`config.mk`:
```
export PLATFORM = sky130hd
export DESIGN_NAME = command_line_framer_with_idle_watchdog
export DESIGN_NICKNAME = d
export VERILOG_FILES = /design/src/design/clfw_pkg.sv /design/src/design/clfw_framer.sv /design/src/design/clfw_watchdog.sv /design/src/design/command_line_framer_with_idle_watchdog.sv
export SDC_FILE = /design/constraint.sdc
export NUM_CORES = 1
export LEC_CHECK = 0
export ABC_AREA = 1
export ABC_CLOCK_PERIOD_IN_PS = 3000
export BUFFER_PORTS_ARGS = -buffer_cell sky130_fd_sc_hd__clkbuf_2
export CAP_MARGIN = 25
export CORE_UTILIZATION = 35
export CTS_BUF_LIST = sky130_fd_sc_hd__clkbuf_2
export CTS_CLUSTER_DIAMETER = 120
export DETAILED_ROUTE_END_ITERATION = 8
export GPL_TIMING_DRIVEN = 0
export SLEW_MARGIN = 20
export SYNTH_ARGS = -nofsm -noshare
export SYNTH_HDL_FRONTEND = slang
export SYNTH_SLANG_ARGS = --single-unit
```
`constraint.sdc`:
```
create_clock -name aclk -period 3 [get_ports aclk]
set_input_delay 0.3 -clock aclk [delete_from_list [all_inputs] [get_ports aclk]]
set_output_delay 0.3 -clock aclk [all_outputs]
set_load 0.03 [all_outputs]
```
`src/design/clfw_pkg.sv`:
```
`timescale 1ns / 1ps

package clfw_pkg;

    localparam int MAX_FRAME_LEN = 1536;
    localparam int FIELD_LEN_W   = 11;
    localparam int CAP_W         = $clog2(MAX_FRAME_LEN + 1);
    // captured length is never narrower than the reported field
    localparam int LEN_W         = (CAP_W > FIELD_LEN_W) ? CAP_W : FIELD_LEN_W;
    localparam int LEN_FIELD_MAX = (1 << FIELD_LEN_W) - 1;

    localparam logic [7:0]  OPEN_BYTE   = 8'h7B;
    localparam logic [7:0]  LF_BYTE     = 8'd10;
    localparam logic [7:0]  CR_BYTE     = 8'd13;
    localparam int          SHORT_LIMIT = 6;
    localparam logic [15:0] WATCH_RESET = 16'd90;
    localparam logic [15:0] WAIT_RESET  = 16'd10;

    localparam int CFG_IDX_W = 2;

    typedef enum logic [CFG_IDX_W-1:0] {
        CFG_ECHO_ENABLE = 2'd0,
        CFG_IDLE_RELOAD = 2'd1,
        CFG_MAX_WAIT    = 2'd2
    } cfg_idx_t;

    typedef enum logic [1:0] {
        ST_NONE     = 2'd0,
        ST_COMPLETE = 2'd1,
        ST_SHORT    = 2'd2,
        ST_OVERFLOW = 2'd3
    } frame_status_t;

    typedef enum logic {
        FUNC_BYTE = 1'b0,
        FUNC_TICK = 1'b1
    } func_t;

    typedef struct packed {
        logic       func;
        logic [7:0] rx_byte;
    } in_t;

    typedef struct packed {
        logic                   byte_valid;
        logic [7:0]             out_byte;
        logic                   echo_valid;
        logic [FIELD_LEN_W-1:0] frame_length;
        logic [1:0]             frame_status;
        logic                   waiting_message;
        logic                   reboot_request;
    } out_t;

    typedef struct packed {
        logic                   byte_valid;
        logic [7:0]             out_byte;
        logic                   echo_valid;
        logic [FIELD_LEN_W-1:0] frame_length;
        logic [1:0]             frame_status;
        logic                   term_seen;
    } fr_res_t;

    typedef struct packed {
        logic waiting_message;
        logic reboot_request;
    } wd_res_t;

endpackage

```
`src/design/clfw_framer.sv`:
```
`timescale 1ns / 1ps

module clfw_framer
    import clfw_pkg::*;
(
    input  logic    aclk,
    input  logic    aresetn,
    input  logic    fire,
    input  in_t     item,
    input  logic    echo_enable,
    output fr_res_t res
);

    logic             capturing_reg, capturing_next;
    logic [LEN_W-1:0] length_reg, length_next;
    logic             hit, term, ovf;
    logic [LEN_W-1:0] len_inc;

    always_comb begin
        hit     = (item.func == FUNC_BYTE) && (capturing_reg || item.rx_byte == OPEN_BYTE);
        term    = (item.rx_byte == LF_BYTE) || (item.rx_byte == CR_BYTE);
        len_inc = length_reg + LEN_W'(1);
        ovf     = !term && (len_inc >= LEN_W'(MAX_FRAME_LEN));

        res = '0;
        if (hit) begin
            res.byte_valid   = 1'b1;
            res.out_byte     = item.rx_byte;
            res.echo_valid   = echo_enable;
            res.frame_length = (len_inc > LEN_W'(LEN_FIELD_MAX))
                             ? FIELD_LEN_W'(LEN_FIELD_MAX) : len_inc[FIELD_LEN_W-1:0];
            if (term) begin
                res.term_seen    = 1'b1;
                res.frame_status = (len_inc > LEN_W'(SHORT_LIMIT)) ? ST_COMPLETE : ST_SHORT;
            end else if (ovf) begin
                res.frame_status = ST_OVERFLOW;
            end
        end

        capturing_next = capturing_reg;
        length_next    = length_reg;
        if (fire && hit) begin
            capturing_next = !(term || ovf);
            length_next    = (term || ovf) ? '0 : len_inc;
        end
    end

    always_ff @(posedge aclk) begin
        if (!aresetn) begin
            capturing_reg <= 1'b0;
            length_reg    <= '0;
        end else begin
            capturing_reg <= capturing_next;
            length_reg    <= length_next;
        end
    end

endmodule

```
`src/design/clfw_watchdog.sv`:
```
`timescale 1ns / 1ps

module clfw_watchdog
    import clfw_pkg::*;
(
    input  logic        aclk,
    input  logic        aresetn,
    input  logic        fire,
    input  logic        tick,
    input  logic        term_seen,
    input  logic [15:0] idle_reload,
    input  logic [15:0] max_wait,
    output wd_res_t     res
);

    logic        seen_reg, seen_next;
    logic [15:0] secs_reg, secs_next;
    logic [15:0] msgs_reg, msgs_next;

    always_comb begin
        res       = '0;
        seen_next = seen_reg;
        secs_next = secs_reg;
        msgs_next = msgs_reg;

        if (tick && idle_reload != 16'd0) begin
            priority if (seen_reg) begin
                // a frame terminator arrived since last tick: start a fresh silence window
                seen_next = 1'b0;
                msgs_next = '0;
                secs_next = idle_reload;
            end else if (secs_reg != 16'd0) begin
                secs_next = secs_reg - 16'd1;
            end else if (msgs_reg < max_wait) begin
                res.waiting_message = 1'b1;
                msgs_next           = msgs_reg + 16'd1;
            end else begin
                res.reboot_request = 1'b1;
            end
        end

        if (!tick && term_seen) begin
            seen_next = 1'b1;
        end
    end

    always_ff @(posedge aclk) begin
        if (!aresetn) begin
            seen_reg <= 1'b0;
            secs_reg <= WATCH_RESET;
            msgs_reg <= '0;
        end else if (fire) begin
            seen_reg <= seen_next;
            secs_reg <= secs_next;
            msgs_reg <= msgs_next;
        end
    end

endmodule

```
`src/design/command_line_framer_with_idle_watchdog.sv`:
```
// Command-line framer with idle watchdog.
// s_ channel: one request per byte (func 0) or one-second tick (func 1),
// valid/ready handshake. m_ channel: exactly one result per request, in order.
// cfg_ channel: register writes (0 echo enable, 1 idle reload seconds,
// 2 max waiting messages); cfg_ready is always high, write only while idle.
// Each taken request's result is registered in the result buffer.
// Throughput: one request per clock while s_ready is high, set by the
// single framer/watchdog update and the result register behind it.
// A two-entry result buffer sits in front of m_: when the receiver stalls,
// one more request is still taken and parked; s_ready then drops until the
// receiver takes a result.
// Reset (aresetn low, synchronous): framer idle with length 0, watchdog
// reloaded to 90 seconds with no messages sent, echo off, reload 90,
// max messages 10, result buffer empty.
`timescale 1ns / 1ps

module command_line_framer_with_idle_watchdog
    import clfw_pkg::*;
(
    input  logic                 aclk,
    input  logic                 aresetn,
    input  logic                 s_valid,
    output logic                 s_ready,
    input  in_t                  s_data,
    output logic                 m_valid,
    input  logic                 m_ready,
    output out_t                 m_data,
    input  logic                 cfg_valid,
    output logic                 cfg_ready,
    input  logic [CFG_IDX_W-1:0] cfg_index,
    input  logic [15:0]          cfg_data
);

    logic        echo_reg;
    logic [15:0] reload_reg;
    logic [15:0] max_wait_reg;

    logic        fire, take, tick;
    fr_res_t     fr_res;
    wd_res_t     wd_res;
    out_t        new_res;

    logic        out_valid_reg, skid_valid_reg;
    out_t        out_reg, skid_reg;

    assign cfg_ready = 1'b1;
    assign s_ready   = !skid_valid_reg;
    assign fire      = s_valid && s_ready;
    assign take      = out_valid_reg && m_ready;
    assign tick      = (s_data.func == FUNC_TICK);
    assign m_valid   = out_valid_reg;
    assign m_data    = out_reg;

    always_ff @(posedge aclk) begin
        if (!aresetn) begin
            echo_reg     <= 1'b0;
            reload_reg   <= WATCH_RESET;
            max_wait_reg <= WAIT_RESET;
        end else if (cfg_valid) begin
            unique case (cfg_index)
                CFG_ECHO_ENABLE: echo_reg     <= cfg_data[0];
                CFG_IDLE_RELOAD: reload_reg   <= cfg_data;
                CFG_MAX_WAIT:    max_wait_reg <= cfg_data;
                default: ;
            endcase
        end
    end

    clfw_framer u_framer (
        .aclk        (aclk),
        .aresetn     (aresetn),
        .fire        (fire),
        .item        (s_data),
        .echo_enable (echo_reg),
        .res         (fr_res)
    );

    clfw_watchdog u_watchdog (
        .aclk        (aclk),
        .aresetn     (aresetn),
        .fire        (fire),
        .tick        (tick),
        .term_seen   (fr_res.term_seen),
        .idle_reload (reload_reg),
        .max_wait    (max_wait_reg),
        .res         (wd_res)
    );

    always_comb begin
        new_res.byte_valid      = fr_res.byte_valid;
        new_res.out_byte        = fr_res.out_byte;
        new_res.echo_valid      = fr_res.echo_valid;
        new_res.frame_length    = fr_res.frame_length;
        new_res.frame_status    = fr_res.frame_status;
        new_res.waiting_message = wd_res.waiting_message;
        new_res.reboot_request  = wd_res.reboot_request;
    end

    // control of the two-entry result buffer
    always_ff @(posedge aclk) begin
        if (!aresetn) begin
            out_valid_reg  <= 1'b0;
            skid_valid_reg <= 1'b0;
        end else if (take) begin
            if (skid_valid_reg) begin
                skid_valid_reg <= 1'b0;
            end else begin
                out_valid_reg <= fire;
            end
        end else if (fire) begin
            if (out_valid_reg) begin
                skid_valid_reg <= 1'b1;
            end else begin
                out_valid_reg <= 1'b1;
            end
        end
    end

    always_ff @(posedge aclk) begin
        if (take) begin
            if (skid_valid_reg) begin
                out_reg <= skid_reg;
            end else if (fire) begin
                out_reg <= new_res;
            end
        end else if (fire) begin
            if (out_valid_reg) begin
                skid_reg <= new_res;
            end else begin
                out_reg <= new_res;
            end
        end
    end

`ifndef SYNTHESIS
    a_skid_behind_head: assert property (@(posedge aclk) disable iff (!aresetn)
        skid_valid_reg |-> out_valid_reg)
        else $error("parked result without head result");

    a_echo_needs_byte: assert property (@(posedge aclk) disable iff (!aresetn)
        m_valid && m_data.echo_valid |-> m_data.byte_valid)
        else $error("echo flagged on uncaptured byte");

    a_byte_or_watchdog: assert property (@(posedge aclk) disable iff (!aresetn)
        m_valid && m_data.byte_valid |-> !m_data.waiting_message && !m_data.reboot_request)
        else $error("byte result carries watchdog flags");

    a_status_needs_byte: assert property (@(posedge aclk) disable iff (!aresetn)
        m_valid && m_data.frame_status != ST_NONE |-> m_data.byte_valid)
        else $error("frame status without captured byte");

    a_result_follows_request: assert property (@(posedge aclk) disable iff (!aresetn)
        fire && !out_valid_reg |=> out_valid_reg)
        else $error("accepted request produced no result");
`endif

endmodule

```
==> flow_summary.toml <==
[min_path]
worst_hold_path_type = "in -> reg"
hold_depth = 4

[yosys]
synth_top_cell_area_share_pct = 24.0
synthTopCellsByArea = "dfxtp_1, edfxtp_1, nand2_1"
async_flop_share_pct = 0
synth_warnings = 0
synth_edf_count = 50
syn_inst = 877
synth_top_family_by_area = "simple AND/OR/NAND/NOR gates"
synth_xor_area_share_pct = 2.49
synthFlopType = "dfxtp_1"
synth_compound_area_share_pct = 11.0
yosysUniqueCellTypes = 43
synth_top_area_cell = "dfxtp_1"
synth_fa_ha_area_share_pct = 3.56
synth-simple-area-share_pct = 28.6
ys_seq_elements = 130
seq_area_frac_synth_pct = 46.5
avgSynthCellArea_um2 = 7.62
yosys-mux-area-fraction_pct = 0.300
syn_nets = 928
syn_area_um2 = 6680

[global_route]
grt_max_degree = 26
grt_use_total_pct = 17.6
globalRoute.totalOverflow = 0
grt_pass1_vias = 5414
antenna_found_initial = 0
grt_pass1_wl_um = 27000

[clock_tree]
clock_latency_ps = 720
cts_tree = "yes"
cts_buffers = 17
h-tree-depth = 4
cts-root-buf = "clkbuf_2"
postCtsSetupRepairBufs = 0
cts_buffer_depth = 2
cts_resized = 0
cts-hold-fix-buffers = 39
clk_pin_slew_ps = 230
clock-sinks = 130

[timing]
slew_violations = 0
rsz0062_at_grt = "false"
finalCritPeriodShare_pct = 73.3
slew_headroom_pct = 52.7
final_hold_viol_count = 0
fmax_mhz = 455
fin_crit_ps = 2200
fin_ws_ps = 800
skew_ps = 35.5
fin_tns_setup_ps = 0
setup_violations = 0
worst_pin_slew_ps = 708

[setup_path]
r2r-start = "u_watchdog.msgs_reg[15]"
start_kind = "flip-flop"
crit_arrival_ps = 2790
r2r_cells = 10
path_max_fanout = 10
crit_path_end_kind = "flip-flop"
worstSetupEndpoint = "u_watchdog.msgs_reg[7]"
crit_start = "u_watchdog.msgs_reg[15]"
crit_type = "reg -> reg"
rrSetupSlack_ps = 800
crit-reg2reg-capture = "u_watchdog.msgs_reg[7]"
cp.required_ps = 3590

[final_layout]
drive_above_1_share_pct = 13.1
final_util_pct = 42.4
antenna_cells = 0
area_delta_synth_final_pct = 18.8
fin_nets = 1044

[placed_design]
placement.io_buffers = 57
gp_routability_congestion = 0.885
pre_cts_slack_ps = 749
hpwl_um = 11900

[die]
ios = 60
die_x_um = 140
die_area_um2 = 19600
placeableCoreArea_um2 = 18700
initial_utilization_pct = 35.7
core.rowCount = 50
die_h_um = 140

[outcome]
status = "finished clean"

[route]
routed-via-count = 5880
detail_route.wl_per_cell_um = 13.4
drt_iter0_drc = 446
vias_per_cell = 4.74
drc = 0
routed_wl_um = 16600
ant_nets = 0
dr.pass1.iters = 7

[pwr]
p_leak_uw = 0.00332
peakVddDrop_v = 0.000337
p_per_area_nw_per_um2 = 437

[flow_run]
drv_cap = 0
-- cell families after synthesis --
logic type | Yosys count
AO/OA/AOI/OAI | 131
XOR/XNOR | 19
adder cells (fa/ha/maj) | 19
buffers and inverters | 127
flip-flops | 130
multiplexers | 2
other | 1
AND/OR/NAND/NOR | 448
-- layout by cell type, fill, tap and decap left out, types with 3 or more instances in the layout --
cell           count
nand2_1          213
ha_1              19
nor2_1           132
nand3_1           49
nor2_4             3
xor2_1            17
nor3_1            15
inv_2              5
clkbuf_2          74
dfxtp_1           80
inv_1             90
o211ai_1           7
a21oi_1           58
nand2_2           11
buf_2              4
clkinv_1           3
bufinv_16          3
clkinv_4           3
a21oi_2            9
nand4_1           12
a211oi_1           3
dlygate4sd3_1     39
buf_1              3
clkbuf_1          20
buf_4              3
edfxtp_1          50
clkinvlp_4         4
o21ai_0           46
-- through the flow --
step	instances	total power [uW]	cell area, um^2	hold slack, ps
2_1_floorplan	877	2160	6680	426
3_3_place_gp	1168	2260	7260	454
3_5_place_dp	1168	2270	7270	455
4_1_cts	1239	3480	7920	299
5_1_grt	1240	3610	7940	297
6_report	1240	3470	7940	349
-- cells in the mapped netlist (5+ instances only) --
library cell,count
nand2_1,213
nor2_1,133
inv_1,90
dfxtp_1,80
a21oi_1,58
edfxtp_1,50
nand3_1,49
o21ai_0,46
clkbuf_1,20
ha_1,19
xor2_1,17
nor3_1,15
nand4_1,12
nand2_2,11
a21oi_2,9
o211ai_1,7
inv_2,5
-- cell type report --
type                            count  area (um^2)
Tap cell                          234          293
Sequential cell                   130         3100
Multi-Input combinational cell    620         3080
Buffer                             31          149
Fill cell                        1918        10800
Clock inverter                     15          183
Clock buffer                       17         85.1
Timing Repair Buffer               97          691
Inverter                           96          360
-- worst min-delay path by stage --
stage / start / to / slack (ps)
floorplan: cfg_data[1] / reload_reg[1] / 430
global placement: max_wait_reg[11] / max_wait_reg[11] / 450
detailed placement: max_wait_reg[7] / max_wait_reg[7] / 460
CTS: cfg_data[1] / reload_reg[1] / 300
global route: cfg_data[1] / reload_reg[1] / 300
finish: cfg_data[1] / reload_reg[1] / 350
-- layer usage --
layer,track usage (%),vias up,share of wire [%]
met2,27.5,146,44
met4,5.73,0,1.5
met1,24.3,2614,50
met3,3.52,22,4.4
li1,-,3098,-
met5,0,-,0
-- power by group --
part	total [uW]	switching, uW	internal [uW]
clock	1200	723	472
sequential	1930	33.6	1890
combinational	346	221	125
-- worst max-delay path, cell delays in order (launching register included) --
cell	delay [ps]
dfxtp_1	470
ha_1	280
nand2_1	80
inv_1	40
nand3_1	80
inv_1	50
a21oi_1	440
nand3_4	210
buf_2	250
nand3_1	110
a21oi_2	60
Note: power is estimated with default switching activity, not from simulation.
